`src/rtl/ggb_pkg.sv`:
```
package ggb_pkg;

  localparam int FRAME_W    = 13;
  localparam int COORD_W    = 12;
  localparam int IDX_W      = 11;
  localparam int CFG_IDX_W  = 1;
  localparam int CFG_DATA_W = 13;

  localparam int QUEUE_DEPTH = 4;
  localparam int QPTR_W      = 2;

  localparam logic [FRAME_W-1:0] FRAME_WIDTH_RESET  = 13'd640;
  localparam logic [FRAME_W-1:0] FRAME_HEIGHT_RESET = 13'd480;

  // configuration register indexes
  localparam logic [CFG_IDX_W-1:0] REG_FRAME_WIDTH  = 1'd0;
  localparam logic [CFG_IDX_W-1:0] REG_FRAME_HEIGHT = 1'd1;

  // input item kinds
  localparam logic [1:0] KIND_GRAY     = 2'd0;
  localparam logic [1:0] KIND_SUBPIXEL = 2'd1;
  localparam logic [1:0] KIND_LOAD_FWD = 2'd2;
  localparam logic [1:0] KIND_LOAD_INV = 2'd3;

  // operations carried through the queue and the back pipeline
  typedef logic [1:0] op_t;
  localparam op_t OP_BLEND    = 2'd0;
  localparam op_t OP_LOAD_FWD = 2'd1;
  localparam op_t OP_LOAD_INV = 2'd2;

  typedef struct packed {
    op_t                op;
    logic [COORD_W-1:0] x;
    logic [COORD_W-1:0] y;
    logic [IDX_W-1:0]   table_index;
    logic [IDX_W-1:0]   table_value;
  } tag_t;

  typedef struct packed {
    tag_t        tag;
    logic [23:0] coverage;
    logic [23:0] fore_color;
    logic [23:0] back_color;
  } q_entry_t;

endpackage

```
`src/rtl/ggb_if.sv`:
```
interface ggb_item_if;
  logic               valid;
  logic               ready;
  logic [1:0]         kind;
  logic signed [15:0] pixel_x;
  logic signed [15:0] pixel_y;
  logic [23:0]        coverage;
  logic [23:0]        fore_color;
  logic [23:0]        back_color;
  logic [10:0]        table_index;
  logic [10:0]        table_value;

  modport source (
    output valid, kind, pixel_x, pixel_y, coverage, fore_color, back_color,
           table_index, table_value,
    input  ready
  );
  modport sink (
    input  valid, kind, pixel_x, pixel_y, coverage, fore_color, back_color,
           table_index, table_value,
    output ready
  );
endinterface


```
`src/rtl/ggb_front.sv`:
```
module ggb_front #(
  parameter int LINEAR_BITS = 11
) (
  ggb_item_if.sink                   item,
  input  logic [ggb_pkg::FRAME_W-1:0] frame_width,
  input  logic [ggb_pkg::FRAME_W-1:0] frame_height,
  input  logic                       full,
  output logic                       push,
  output ggb_pkg::q_entry_t          push_entry
);
  import ggb_pkg::*;

  logic in_x;
  logic in_y;
  logic inv_idx_ok;
  logic keep;

  // x below 4096 and below the frame width covers the 4096 cap as well
  assign in_x = !item.pixel_x[15] && (item.pixel_x[14:12] == 3'b000) &&
                ({1'b0, item.pixel_x[11:0]} < frame_width);
  assign in_y = !item.pixel_y[15] && (item.pixel_y[14:12] == 3'b000) &&
                ({1'b0, item.pixel_y[11:0]} < frame_height);

  assign inv_idx_ok = (LINEAR_BITS >= IDX_W) ||
                      ((32'(item.table_index) >> LINEAR_BITS) == 32'd0);

  always_comb begin
    push_entry.tag.x           = item.pixel_x[11:0];
    push_entry.tag.y           = item.pixel_y[11:0];
    push_entry.tag.table_index = item.table_index;
    push_entry.tag.table_value = item.table_value;
    push_entry.fore_color      = item.fore_color;
    push_entry.back_color      = item.back_color;
    push_entry.coverage        = item.coverage;
    push_entry.tag.op          = OP_BLEND;
    keep                       = 1'b0;
    case (item.kind)
      KIND_GRAY: begin
        push_entry.coverage = {3{item.coverage[7:0]}};
        keep                = in_x && in_y;
      end
      KIND_SUBPIXEL: begin
        keep = in_x && in_y;
      end
      KIND_LOAD_FWD: begin
        push_entry.tag.op = OP_LOAD_FWD;
        keep              = (item.table_index[10:8] == 3'b000);
      end
      KIND_LOAD_INV: begin
        push_entry.tag.op = OP_LOAD_INV;
        keep              = inv_idx_ok;
      end
      default: begin
        keep = 1'b0;
      end
    endcase
  end

  // clipped pixels and out-of-range loads are taken and dropped here
  assign item.ready = !full;
  assign push       = item.valid && !full && keep;

endmodule

```
`src/flat_wrapper.sv`:
```
// flat-port wrapper written by rule: the top's interface ports become plain ports
module ggb_front_flat import ggb_pkg::*;
#(
  parameter int LINEAR_BITS = 11
)
  (frame_width, frame_height, full, push, push_entry, item_valid, item_kind, item_pixel_x, item_pixel_y, item_coverage, item_fore_color, item_back_color, item_table_index, item_table_value, item_ready);
  ggb_item_if item_i ();
  input  logic [ggb_pkg::FRAME_W-1:0] frame_width;
  input  logic [ggb_pkg::FRAME_W-1:0] frame_height;
  input  logic full;
  output logic push;
  output ggb_pkg::q_entry_t push_entry;
  input wire logic [$bits(item_i.valid)-1:0] item_valid;
  input wire logic [$bits(item_i.kind)-1:0] item_kind;
  input wire logic [$bits(item_i.pixel_x)-1:0] item_pixel_x;
  input wire logic [$bits(item_i.pixel_y)-1:0] item_pixel_y;
  input wire logic [$bits(item_i.coverage)-1:0] item_coverage;
  input wire logic [$bits(item_i.fore_color)-1:0] item_fore_color;
  input wire logic [$bits(item_i.back_color)-1:0] item_back_color;
  input wire logic [$bits(item_i.table_index)-1:0] item_table_index;
  input wire logic [$bits(item_i.table_value)-1:0] item_table_value;
  output wire logic [$bits(item_i.ready)-1:0] item_ready;
  assign item_i.valid = item_valid;
  assign item_i.kind = item_kind;
  assign item_i.pixel_x = item_pixel_x;
  assign item_i.pixel_y = item_pixel_y;
  assign item_i.coverage = item_coverage;
  assign item_i.fore_color = item_fore_color;
  assign item_i.back_color = item_back_color;
  assign item_i.table_index = item_table_index;
  assign item_i.table_value = item_table_value;
  assign item_ready = item_i.ready;
  ggb_front #(.LINEAR_BITS(LINEAR_BITS)) u_core (.item(item_i), .frame_width(frame_width), .frame_height(frame_height), .full(full), .push(push), .push_entry(push_entry));
endmodule
```
`config.mk`:
```
export PLATFORM = sky130hd
export DESIGN_NAME = ggb_front_flat
export DESIGN_NICKNAME = d
export VERILOG_FILES = /design/src/rtl/ggb_pkg.sv /design/src/rtl/ggb_if.sv /design/src/rtl/ggb_front.sv /design/src/flat_wrapper.sv
export SDC_FILE = /design/constraint.sdc
export NUM_CORES = 1
export LEC_CHECK = 0
export BUFFER_PORTS_ARGS = -buffer_cell sky130_fd_sc_hd__buf_2
export CAP_MARGIN = 10
export CORE_AREA = 2 2 109 111
export DETAILED_ROUTE_END_ITERATION = 6
export DIE_AREA = 0 0 111 113
export SLEW_MARGIN = 20
export SYNTH_ARGS = -nofsm -noshare
export SYNTH_HDL_FRONTEND = slang
export SYNTH_SLANG_ARGS = --single-unit
```
`constraint.sdc`:
```
create_clock -name vclk -period 3.5
set_clock_uncertainty 0.15 [all_clocks]
set_input_delay 0.525 -clock vclk [all_inputs]
set_output_delay 0.525 -clock vclk [all_outputs]
set_load 0.05 [all_outputs]
```
## Yosys cells after proc, flatten, opt, wreduce, memory -nomap -nowiden

Cells that the tools add are included.

| cells by class | value |
|---|---|
| order comparisons | 2 |
| equal/unequal tests | 3 |
| multiplexer cells | 3 |
| reductions and logical operators | 15 |

Operators by type and width:

| kind | count |
|---|---|
| 12-bit by 13-bit < comparator with 1-bit output | 2 |
| 24-bit 2-to-1 mux | 1 |
| 3-bit zero test | 3 |
| 1-bit logical AND | 7 |
| 2-bit equality test (second input constant) | 2 |
| 2-bit case mux with 2 select lines | 1 |
| 1-bit zero test | 3 |
| 1-bit case mux with 3 select lines | 1 |
| 2-bit by 1-bit equality test with 1-bit output (second input constant) | 1 |
| 2-bit zero test | 1 |
| 2-bit OR reduction | 1 |

| word-level totals | value |
|---|---|
| register bits | 0 |
| bits of input ports | 156 |

## Depth between registers and ports, before layout

| logic depth | value |
|---|---|
| depth after elaboration | 6 |
| gate-level depth with buffers | 7 |
| depth with buffers taken out | 7 |

## Worst setup path before layout

Ideal clock, no wire load.

| path | value |
|---|---|
| path kind | input to output |
| from | in frame_width[10] in the netlist's numbering |
| to | out push |
| data arrival time | 2175 ps |
| path slack | 650 ps |
| stages | 7 |
| cell sequence | inv_1 -> ha_1 -> a21o_1 -> o2bb2ai_1 -> nor3_2 -> o311ai_1 -> a221oi_2 |

| between the ends | value |
|---|---|
| word-level cells in the longest chain between the ends | 5 |

Ends and longest elaborated chain:

| item | RTL line | text |
|---|---|---|
| start, declared | flat_wrapper.sv:8 | `input logic [ggb_pkg::FRAME_W-1:0] frame_width;` |
| 12-bit by 13-bit < comparator with 1-bit output | ggb_front.sv:20 | `({1'b0, item.pixel_x[11:0]} < frame_width);` |
| 1-bit logical AND | ggb_front.sv:19 | `assign in_x = !item.pixel_x[15] && (item.pixel_x[14:12] == 3'b000) &&` |
| 1-bit logical AND | ggb_front.sv:40, ggb_front.sv:43 |  |
| 1-bit case mux with 3 select lines | ggb_front.sv:37 | `case (item.kind)` |
| 1-bit logical AND | ggb_front.sv:61 | `assign push = item.valid && !full && keep;` |
| end, declared | flat_wrapper.sv:11 | `output logic push;` |

Every way passes these cells.

## Worst setup path after layout

| path | value |
|---|---|
| from | in item_pixel_y[11] |
| to | out push |

| between the ends | value |
|---|---|
| word-level cells in the longest chain between the ends | 5 |

Ends and longest elaborated chain:

| item | RTL line | text |
|---|---|---|
| start, declared | flat_wrapper.sv:16 | `input wire logic [$bits(item_i.pixel_y)-1:0] item_pixel_y;` |
| 12-bit by 13-bit < comparator with 1-bit output | ggb_front.sv:22 | `({1'b0, item.pixel_y[11:0]} < frame_height);` |
| 1-bit logical AND | ggb_front.sv:21 | `assign in_y = !item.pixel_y[15] && (item.pixel_y[14:12] == 3'b000) &&` |
| 1-bit logical AND | ggb_front.sv:40, ggb_front.sv:43 |  |
| 1-bit case mux with 3 select lines | ggb_front.sv:37 |  |
| 1-bit logical AND | ggb_front.sv:61 |  |

Every way passes these cells.

==> results.sh <==
export IMPL_start_util=0.142
export IMPL_place_worst_setup_slack_ps=485
export IMPL_num_antenna_cells=0
export IMPL_synth_xor_area_share=0
export IMPL_status="finished clean"
export IMPL_io_buffer_count=144
export IMPL_dp_cells=418
export IMPL_grt_max_degree=22
export IMPL_drv_slew=0
export IMPL_drt_iter0_drc=26
export IMPL_netlist_instances=237
export IMPL_critPathMaxStageDelay_ps=300
export IMPL_seq_area_frac_synth=0
export IMPL_grt_use_total=0.0637
export IMPL_max_cap_violations=0
export IMPL_fp_dieW_um=111
export IMPL_start_kind="input port"
export IMPL_fin_crit_sh=0.839
export IMPL_yosys_warnings=0
export IMPL_fp_dieArea_um2=12500
export IMPL_finalNetCount=455
export IMPL_synth_fa_ha_area_frac=0.172
export IMPL_holdBufCountCts=0
export IMPL_synth_cell_type_count=26
export IMPL_drive_above_1_share=0.538
export IMPL_routedWlPerCell_um=10.9
export IMPL_hpwl_um=4190
export IMPL_crit_slowest_cell="buf_2"
export IMPL_syn_area_um2=1600
export IMPL_fin_setup_tns_ps=0
export IMPL_arrival_ps=2260
export IMPL_irDropWorstVdd_mv=0.0658
export IMPL_holdPathEnd="push_entry[39]"
export IMPL_rsz0062_at_grt="no"
export IMPL_setup_viol=0
export IMPL_dr_pass1_iters=4
export IMPL_leakage_nw=1.05
export IMPL_hold_violations=0
export IMPL_ctsResizeCount=0
export IMPL_die_y_um=113
export IMPL_synthesis_nets=415
export IMPL_final_cells=418
export IMPL_min_from="item_fore_color[15]"
export IMPL_grt_antenna_before_repair=0
export IMPL_vias_per_cell=3.52
export IMPL_synth_simple_area_share=0.136
export IMPL_worst_slack_ps=564
export IMPL_required_ps=2820
export IMPL_num_vias=1473
export IMPL_critPathMostFrequentCell="buf_2"
export IMPL_place_gp_congestion=0.698
export IMPL_clock_buffers=0
export IMPL_cp_max_fo=3
export IMPL_whs_path_depth=0
export IMPL_nFlopsAndLatches=0
export IMPL_core_area_um2=11300
export IMPL_seqCellArea_um2=0
export IMPL_core_rowCount=39
export IMPL_p_per_area_nw_per_um2=180
export IMPL_crit_chain="buf_2, ha_1, nand2b_1, o2bb2ai_1, nor3_2, o311ai_1, a221oi_2, buf_2"
export IMPL_ant_nets=0
export IMPL_synth_compound_area_frac=0.142
export IMPL_post_dp_cell_area_um2=1720
export IMPL_ios=278
export IMPL_gr_total_overflow=0
export IMPL_path_class="input port to output pin"
export IMPL_hold_path_class="input port to output pin"
export IMPL_post_cts_setup_buffers=0
export IMPL_syn_avg_cell_area_um2=6.74
export IMPL_grt_pass1_wl_um=6580
export IMPL_slew_headroom=0.607
export IMPL_fmax_mhz=341
export IMPL_fin_area_um2=1720
export IMPL_area_growth_pct=7.45
export IMPL_endpoint_kind="output pin"
export IMPL_drt_wl_total_um=4540
export IMPL_synth_top_family_by_area="buffers and inverters"
export IMPL_synth_mux_area_frac=0
export IMPL_drc=0
export IMPL_worst_pin_slew_ps=588
export IMPL_grt_pass1_vias=1317
export IMPL_min_period_ps=2940
worst max path at each step:
| stage | cells after the start | slack, ps | endpoint | start |
|---|---|---|---|---|
| after floorplan | 7 | 650 | push | frame_width[10] |
| after global placement | 8 | 470 | push | item_pixel_y[11] |
| after detailed placement | 8 | 480 | push | item_pixel_y[11] |
| after CTS | 8 | 470 | push | item_pixel_y[11] |
| after global routing | 8 | 430 | push | item_pixel_y[11] |
| final | 8 | 560 | push | item_pixel_y[11] |
report_power, final:
part	leakage, nW	internal [mW]	switching (mW)
Combinational	1.05	0.0924	0.217
Clock	0	0	0
Sequential	0	0	0
cells in the mapped netlist, drive strengths merged:
library cell,n,share of area
a221oi,1,0.0094
o311ai,1,0.0055
o221ai,1,0.0094
inv,26,0.061
a21oi,7,0.022
nand2,29,0.068
a21o,2,0.0094
nand2b,3,0.012
or4,1,0.0071
o211ai,1,0.0047
nand3,1,0.0031
a211oi,1,0.0047
ha,22,0.17
o2bb2ai,1,0.0055
o21ai,20,0.063
nor3,2,0.0094
a31oi,1,0.0039
and2,1,0.0039
clkbuf,4,0.0094
nor4,2,0.0078
buf,102,0.48
nand4,3,0.012
nor2b,2,0.0078
nor2,2,0.0047
o31ai,1,0.0047
worst max-delay path, delay by kind of cell:
kind / cells / cell delay [ps]
compound gates: 3 / 650
buf+inv: 2 / 420
simple gates: 2 / 380
fa+ha+maj: 1 / 280
logic make-up (layout without fill, tap and decap cells):
logic type,count (synthesis),in the layout
AOI/OAI and AO/OA,37,37
buffers and inverters,132,170
and+or+nand+nor,46,46
adders and majority gates,22,22
cell type report:
class	instances	area, um2
repair buffers	144	721
inverters	26	97.6
fillers	1314	9560
multi-input cells	105	718
well taps	143	179
through the flow:
step | utilization | hold WS (ps) | power, mW
floorplan | - | 1070 | 0.441
global placement | 0.152 | 900 | 0.313
detailed placement | 0.152 | 900 | 0.313
CTS | 0.152 | 900 | 0.314
global route | 0.152 | 900 | 0.336
finish | 0.152 | 900 | 0.309
metal layers:
metal  track usage  wire [um]
met1        0.0706       1620
met2         0.108       2140
met3        0.0193        494
met4        0.0383        279
met5             0          0
cells in the final DEF, fill, tap and decap left out, types with 3 or more instances in the layout:
cell | Yosys | layout
ha_1 | 22 | 22
nand2_1 | 29 | 29
buf_2 | 0 | 144
o21ai_0 | 20 | 20
nand4_1 | 3 | 3
a21oi_1 | 7 | 7
nand2b_1 | 3 | 3
inv_1 | 26 | 26
Power figures use the tool's default switching activity.
