File: config.mk
export PLATFORM = sky130hd
export DESIGN_NAME = ggb_queue
export DESIGN_NICKNAME = d
export VERILOG_FILES = /design/src/rtl/ggb_pkg.sv /design/src/rtl/ggb_queue.sv
export SDC_FILE = /design/constraint.sdc
export NUM_CORES = 1
export LEC_CHECK = 0
export ABC_AREA = 1
export BUFFER_PORTS_ARGS = -buffer_cell sky130_fd_sc_hd__buf_2
export CAP_MARGIN = 10
export CORE_UTILIZATION = 40
export DETAILED_ROUTE_END_ITERATION = 8
export GPL_TIMING_DRIVEN = 0
export PLACE_DENSITY_LB_ADDON = 0.1
export REMOVE_ABC_BUFFERS = 1
export SYNTH_ARGS = -nofsm -noshare
export SYNTH_HDL_FRONTEND = slang
export SYNTH_SLANG_ARGS = --single-unit
export TNS_END_PERCENT = 30
File: constraint.sdc
create_clock -name clk -period 3.8 [get_ports clk]
set_input_delay 0.19 -clock clk [delete_from_list [all_inputs] [get_ports clk]]
set_output_delay 0.19 -clock clk [all_outputs]
set_load 0.01 [all_outputs]
File: src/rtl/ggb_pkg.sv
package ggb_pkg;

  localparam int FRAME_W    = 13;
  localparam int COORD_W    = 12;
  localparam int IDX_W      = 11;
  localparam int CFG_IDX_W  = 1;
  localparam int CFG_DATA_W = 13;

  localparam int QUEUE_DEPTH = 4;
  localparam int QPTR_W      = 2;

  localparam logic [FRAME_W-1:0] FRAME_WIDTH_RESET  = 13'd640;
  localparam logic [FRAME_W-1:0] FRAME_HEIGHT_RESET = 13'd480;

  // configuration register indexes
  localparam logic [CFG_IDX_W-1:0] REG_FRAME_WIDTH  = 1'd0;
  localparam logic [CFG_IDX_W-1:0] REG_FRAME_HEIGHT = 1'd1;

  // input item kinds
  localparam logic [1:0] KIND_GRAY     = 2'd0;
  localparam logic [1:0] KIND_SUBPIXEL = 2'd1;
  localparam logic [1:0] KIND_LOAD_FWD = 2'd2;
  localparam logic [1:0] KIND_LOAD_INV = 2'd3;

  // operations carried through the queue and the back pipeline
  typedef logic [1:0] op_t;
  localparam op_t OP_BLEND    = 2'd0;
  localparam op_t OP_LOAD_FWD = 2'd1;
  localparam op_t OP_LOAD_INV = 2'd2;

  typedef struct packed {
    op_t                op;
    logic [COORD_W-1:0] x;
    logic [COORD_W-1:0] y;
    logic [IDX_W-1:0]   table_index;
    logic [IDX_W-1:0]   table_value;
  } tag_t;

  typedef struct packed {
    tag_t        tag;
    logic [23:0] coverage;
    logic [23:0] fore_color;
    logic [23:0] back_color;
  } q_entry_t;

endpackage

File: src/rtl/ggb_queue.sv
module ggb_queue (
  input  logic              clk,
  input  logic              rst,
  input  logic              push,
  input  ggb_pkg::q_entry_t push_entry,
  input  logic              pop,
  output logic              full,
  output logic              head_vld,
  output ggb_pkg::q_entry_t head
);
  import ggb_pkg::*;

  q_entry_t          slots [QUEUE_DEPTH];
  logic [QPTR_W-1:0] wr_ptr;
  logic [QPTR_W-1:0] rd_ptr;
  logic [QPTR_W:0]   count;

  assign full     = (count == (QPTR_W + 1)'(QUEUE_DEPTH));
  assign head_vld = (count != '0);
  assign head     = slots[rd_ptr];

  always_ff @(posedge clk) begin
    if (rst) begin
      wr_ptr <= '0;
      rd_ptr <= '0;
      count  <= '0;
    end else begin
      if (push) wr_ptr <= wr_ptr + 1'b1;
      if (pop) rd_ptr <= rd_ptr + 1'b1;
      case ({push, pop})
        2'b10:   count <= count + 1'b1;
        2'b01:   count <= count - 1'b1;
        default: count <= count;
      endcase
    end
  end

  always_ff @(posedge clk) begin
    if (push) slots[wr_ptr] <= push_entry;
  end

endmodule

# Word level (Yosys, flattened, before mapping)
# Memory sizes are Yosys's and may differ from the RTL's. A register that Yosys moved wholly into a read port is not among the register bits.
# Index checks and enable logic that the tools add are counted.
# word_totals
register_bits	7
mem_bits_rw	480
in_bits	124
out_inout_bits	122
word_cells	18
mem_count	1
# classes
addsub	4
n_eq_ne	3
mux	5
reduce_logical	2
# mem_list
memory	words	word_bits	read_ports	rd_ports_with_merged_regs	write_ports	line_no	rtl
slots	4	120	1	1	1	ggb_queue.sv:13	q_entry_t slots [QUEUE_DEPTH];
# op_table
cell	n
3-bit case mux with 2 select lines	1
2-bit by 1-bit adder with 2-bit output (second input constant)	2
2-bit 2-to-1 mux	2
3-bit by 1-bit adder with 3-bit output (second input constant)	1
3-bit == test (second input constant)	1
3-bit nonzero test	1
3-bit by 1-bit subtractor with 3-bit output (second input constant)	1
2-bit by 1-bit == test with 1-bit output (second input constant)	1
2-bit == test (second input constant)	1
1-bit 2-to-1 mux	2
2-bit nonzero test	1

# Logic depth before layout (Yosys ltp)
# Gate-level depths: netlist of the first run.
# logic_depth
word_depth	3
mapped_depth	10

# Least setup slack after synthesis of the first run
# OpenSTA, ideal clock, no wires.
# synth_timing
path_kind	register to register
from	reg wr_ptr[0]
to	mem slots[2][0] (netlist name) (enable)
setup_ps	473
t_arrival_ps	2901
required_ps	3327
slack_ps	426
path_stages_with_launch	5
period_less_slack_ps	3374
path_cell_list	dfxtp_1 inv_1 ha_1 nand2_1 inv_1
# synth_rtl
item	line_no	rtl
start: declaration	ggb_queue.sv:14	logic [QPTR_W-1:0] wr_ptr;
start signal: assignment	ggb_queue.sv:28	if (push) wr_ptr <= wr_ptr + 1'b1;
end: declaration	ggb_queue.sv:13	
# No word-level cell before the write port.

==> impl_results.md, run 1 <==
- Status: finished clean
- Drt drc: 0
- Antenna viol nets, final: 0
- DIE AREA: 46,400 µm²
- Fmax: 0.298 GHz
- CTS tree: yes
- Fillers: 3,793
- Placed wire-length estimate: 21,500 µm
- Max Slew Vio Count: 0
- Number of buffers on the longest clock path: 3
- Cell Chain, Critical Path: buf_16 > inv_8 > buf_16 > nor2_1 > o22ai_1 > buf_2
- CTS Buf Count: 52
- Final WS setup: 0.446 ns
- Worst slew pin tran: 0.987 ns
- RSZ-0062 raised after global routing: false
- First-pass GRT wire length: 63,900 µm
- DIE WIDTH: 215 µm
- Peak VDD IR: 0.406 mV
- Design Power: 11.9 mW
- Final worst-path cycle share: 88.3%
- Post-Syn Area: 18,200 µm²
- Distinct cells, synth: 22
- Worst Skew: 0.0138 ns
- Final setup viols: 0
- Via density: 5.03
- Area leader, netlist: edfxtp_1
- H-Tree Depth: 2
- Sequential share of the synthesized area: 80.1%
- Vias in the first global route: 10,900
- GPL Wtd Cong: 0.710
- YS warnings: 0
- Syn Inst Count: 1,218
- CTS clk-pin slew, worst paths: 0.06 ns
- Maxcap violations: 0
- Most frequent cells after synthesis: edfxtp_1, nor2_1, o21ai_0
- Most used DFF post-synth: edfxtp_1
- Initial antenna violation count: 2
- Hold buffer count at CTS: 123
- Via count of the routed design: 11,100
- Asr flop ratio synth: 0%
- Register area: 14,600 µm²
- Largest net degree at the start of global routing: 154
- GRT overflow: 0
- Worst Path Arrival: 3.16 ns
- Number of enable flip-flop cells after synthesis: 480
- Layout cells sized above 1: 20.2%
- CP Launch Type: flip-flop
- Worst Setup Path Type: reg2out
- Area Growth Syn to Fin: 24.8%
- Most frequent CP cell: buf_16
- Yosys reg bits: 489
- CTS Root Cell: clkbuf_16
- Final wirelength: 41,700 µm
- Element type at the critical path end: output port
- Pwr Density: 525 nW/µm²
- Clock Latency Late Sink: 0.58 ns
- Maximum fanout along the worst path: 153
- Hold Path Class: in2reg
- Final TNS setup: 0 ns
- First drt pass iteration count: 5
- Critical path's largest stage delay: 0.63 ns
- Post-CTS Setup Bufs: 0
- Starting Density: 40.8%
- Die Y: 215 µm
- Cell family with most CP delay: buffers and inverters
- Most common cell in the netlist: edfxtp_1
- Multi-input gate area: 3060 µm²
- IO Port Bufs: 245
- Syn avg cell area: 15.0 µm²
- # rows: 77
- Number of top-level pins: 246
- Setup slack at placement: 0.909 ns
- # diodes: 0
- GR Util All Layers: 17.8%
- Core area: 44,600 µm²
- Yosys top cell area share: 79.1%
- Tmin final: 3.35 ns
- Resized cells post-CTS: 0
- Util after Layout: 51.0%
- Buffers & Inverters on Critical Path: 4
- Post-DR wirelength/cell: 18.9 µm
- Synth top area cells: edfxtp_1, nor2_1, o21ai_0
- Layout Nets: 1,702
- Slowest-stage cell, CP: inv_8
- Final hold vios: 0
- Pleak: 7.91 nW
- Slew Limit Headroom: 34.2%
- Num Clock Sinks: 489
- First-iteration detailed-routing DRC count: 640
- Req. time, crit path: 3.61 ns
-- sequential cells by signal, indices dropped and copies added (netlist names), named ones only --
name / cells
count: 3
rd_ptr: 2
slots: 480
wr_ptr: 2
-- through the flow --
stage	cells	hold slack [ns]	instance area (µm²)
final	2205	0.354	22700
after global routing	2205	0.333	22700
after CTS	2205	0.300	22700
after floorplan	1140	0.289	17700
after detailed placement	1987	0.405	20000
after global placement	1977	0.405	19700
-- final cells by class --
type	count	share of cell area, %
sequential	489	64.2
multi-input combinational	633	13.4
timing repair buffer	378	12.0
clock buffer	73	6.16
tap	592	3.26
clock inverter	22	0.484
inverter	18	0.440
-- worst register-to-register path: cells and delay by family (launching register included) --
family | cells | cell delay [ns]
buffers and inverters | 3 | 1.02
adders and majority gates | 1 | 0.16
and+or+nand+nor | 1 | 0.11
DFF | 1 | 0.33
-- where the power goes --
group	internal, mW	switching [mW]	leakage [nW]
clock	2.56	1.98	0.725
sequential	6.17	0.0731	4.48
combinational	0.433	0.724	2.70
total	9.16	2.77	7.91
-- path summary, 6_finish.rpt --
check | from | to | slack, ns | cells after the start
min reg2reg | rd_ptr[1] | flip-flop | 0.46 | 1
min | push_entry[108] | slots[2][108] | 0.35 | 2
max | flip-flop | head[44] | 0.45 | 6
max reg2reg | wr_ptr[0] | slots[0][88] | 1.76 | 5
-- cells in the final DEF (no fill, tap or decap) --
cell type        n
a21oi_1          5
buf_12           1
buf_16           9
buf_2          245
clkbuf_1        20
clkbuf_16       53
clkinv_1        12
clkinv_2         5
clkinvlp_4       3
dfxtp_1          7
dfxtp_4          2
dlygate4sd3_1  123
edfxtp_1       480
fa_1             1
ha_1             5
inv_1           12
inv_6            7
inv_8            1
nand2_1          9
nand3_1          2
nand4_1          1
nor2_1         243
nor3_1           1
o21ai_0        166
o21ai_1         80
o22ai_1        120
-- routing by layer --
layer  share of wire, %  GRT usage (%)
met1                 46           24.5
met4                1.7           5.27
met3                5.5           4.12
met5              0.053              0
met2                 47           28.4
-- logic make-up (layout without fill, tap and decap cells) --
family | after synthesis | count (layout) | share of synthesized area (%)
flops | 489 | 489 | 80.1
compound gates | 371 | 371 | 11.0
simple gates | 256 | 256 | 5.31
buf+inv | 96 | 491 | 3.09
fa+ha+maj | 6 | 6 | 0.453
No activity file was read; power rests on OpenSTA's default activity.
==> inputs of run 2 (changes only) <==
CORE_UTILIZATION = 57   (was 40)
==> run 2 against run 1 <==
Effect of this change: final cell count down 9.0%; sequential share of layout area grew 0.85 points; clock power decreased by 2%; maximum frequency grew 5.3%; routed wire length fell by 9.9%; cell area decreased by 1.3%; highest routed layer unchanged; flip-flop and latch count stayed put.
==> impl_results.md, run 2 (same netlist as run 1, synthesis figures left out) <==
- Status: finished clean
- RSZ-0062 raised after global routing: false
- GPL Wtd Cong: 0.697 (-1.8%)
- Largest net degree at the start of global routing: 157 (+1.9%)
- Post-CTS Setup Bufs: 0 (unchanged)
- Drt drc: 0 (unchanged)
- Core area: 31,500 µm² (-29%)
- Pwr Density: 527 nW/µm² (+0.46%)
- Num Clock Sinks: 489 (unchanged)
- CTS clk-pin slew, worst paths: 0.06 ns (about the same)
- Layout Nets: 1,697 (-0.29%)
- Met2 global-route usage: 38.9% (+11 points)
- Worst Path Arrival: 2.99 ns (-0.17 ns)
- Number of top-level pins: 246 (unchanged)
- Maxcap violations: 0 (unchanged)
- Setup slack at placement: 1.15 ns (+0.241 ns)
- Final setup viols: 0 (unchanged)
- GRT overflow: 0 (unchanged)
- Worst Setup Path Type: reg2out
- Number of buffers on the longest clock path: 3 (unchanged)
- Slew Limit Headroom: 49.7% (+16 points)
- Via count of the routed design: 11,100 (+0.52%)
- Initial antenna violation count: 1 (-1)
- H-Tree Depth: 2 (unchanged)
- First drt pass iteration count: 4 (-1)
- Post-DR wirelength/cell: 18.7 µm (-0.95%)
- Req. time, crit path: 3.61 ns (about the same)
- Worst slew pin tran: 0.754 ns (-0.233 ns)
- Gr busiest metal: met2
- Final TNS setup: 0 ns (unchanged)
- # rows: 65 (-16%)
- Antenna viol nets, final: 0 (unchanged)
- DIE AREA: 32,700 µm² (-30%)
- Pleak: 7.91 nW (about the same)
- IO Port Bufs: 245 (unchanged)
- Slowest-stage cell, CP: buf_16
- Placed wire-length estimate: 19,100 µm (-11%)
- # diodes: 0 (unchanged)
- Fillers: 2,091 (-45%)
- Fmax: 0.314 GHz (+5.3%)
- Vias in the first global route: 11,100 (+1.6%)
- Cell Chain, Critical Path: buf_16 > inv_8 > buf_16 > o21ai_0 > o22ai_1 > buf_2
- Max Slew Vio Count: 0 (unchanged)
- CTS Buf Count: 49 (-5.8%)
- Tmin final: 3.18 ns (-0.169 ns)
- Layout cells sized above 1: 20.4% (+0.24 points)
- Maximum fanout along the worst path: 156 (+2.0%)
- Final hold vios: 0 (unchanged)
- Largest register by flop count: slots
- Most frequent CP cell: buf_16
- Final worst-path cycle share: 83.8% (-4.4 points)
- Final wirelength: 37,600 µm (-9.9%)
- Met3 usage: 5.18% (+1.1 points)
- Critical path's largest stage delay: 0.55 ns (-0.08 ns)
- Hold Path Class: in2reg
- Worst hold slack: 0.0546 ns (-0.299 ns)
- First-pass GRT wire length: 58,400 µm (-8.7%)
- Leading cell type in the layout, fill and taps excluded: edfxtp_1
- Die Y: 181 µm (-16%)
- Design Power: 11.8 mW (-0.85%)
- Max reg flops: 480 (unchanged)
- Worst Skew: 0.0108 ns (-0.00297 ns)
- Clock Latency Late Sink: 0.54 ns (-0.04 ns)
- Element type at the critical path end: output port
- First-iteration detailed-routing DRC count: 765 (+20%)
- Via density: 5.55 (+10%)
- CTS Root Cell: clkbuf_16
- Grt met1 use: 30.3% (+5.8 points)
- Final WS setup: 0.615 ns (+0.169 ns)
- Most frequent cells in the layout: edfxtp_1, buf_2, nor2_1
- Buffers & Inverters on Critical Path: 4 (unchanged)
- Cell family with most CP delay: buffers and inverters
- Top Registers: slots x480, count x3
- GR Util All Layers: 23.0% (+5.2 points)
- DIE WIDTH: 181 µm (-16%)
- CP Launch Type: flip-flop
- Peak VDD IR: 0.454 mV (+12%)
- Area Growth Syn to Fin: 23.2%
- CTS tree: yes
- Util after Layout: 71.3% (+20 points)
- Starting Density: 57.9% (+17 points)
-- run 2: what timing repair did --
action	4_1_cts	5_1_grt
hold buffers	122	0
gates resized for setup	0	0
endpoints found under the hold margin	488	0
-- run 2: final timing paths --
| check | startpoint | endpoint | slack (ns) | cells past startpoint |
|---|---|---|---|---|
| min | push | wr_ptr[1] | 0.05 | 3 |
| max reg2reg | wr_ptr[0] | slots[2][110] | 1.73 | 5 |
| max | flip-flop | head[7] | 0.62 | 6 |
| min reg2reg | rd_ptr[1] | flip-flop | 0.46 | 1 |
-- run 2: metrics by stage --
stage                     area [µm²]  std cells
after floorplan                17700       1140
after global placement         19400       1787
after detailed placement       19700       1796
after CTS                      22400       2006
after global routing           22400       2006
final                          22400       2006
-- run 2: routing by layer --
metal  routed length, µm  vias up
li1                    -     5322
met1               15900     5469
met2               18700      303
met3                2450       43
met4                 557        2
met5                  13        -
-- run 2: where the power goes --
group | internal, mW | total, mW | switching [mW]
combinational | 0.428 | 1.13 | 0.704
clock | 2.60 | 4.46 | 1.86
sequential | 6.17 | 6.24 | 0.0710
total | 9.20 | 11.8 | 2.63
-- run 2: cell type report --
class	count	area [µm²]	area share (%)
Clock buffer	64	1300	5.80
Inverter	18	97.6	0.435
Multi-Input combinational cell	633	3060	13.6
Timing Repair Buffer	376	2700	12.0
Tap cell	402	503	2.24
Sequential cell	489	14600	65.1
Clock inverter	24	184	0.820
-- run 2: worst min-delay path: cells and delay by family --
family,cells,cell delay (ns)
buffers and inverters,2,0.27
AOI/OAI and AO/OA,1,0.08
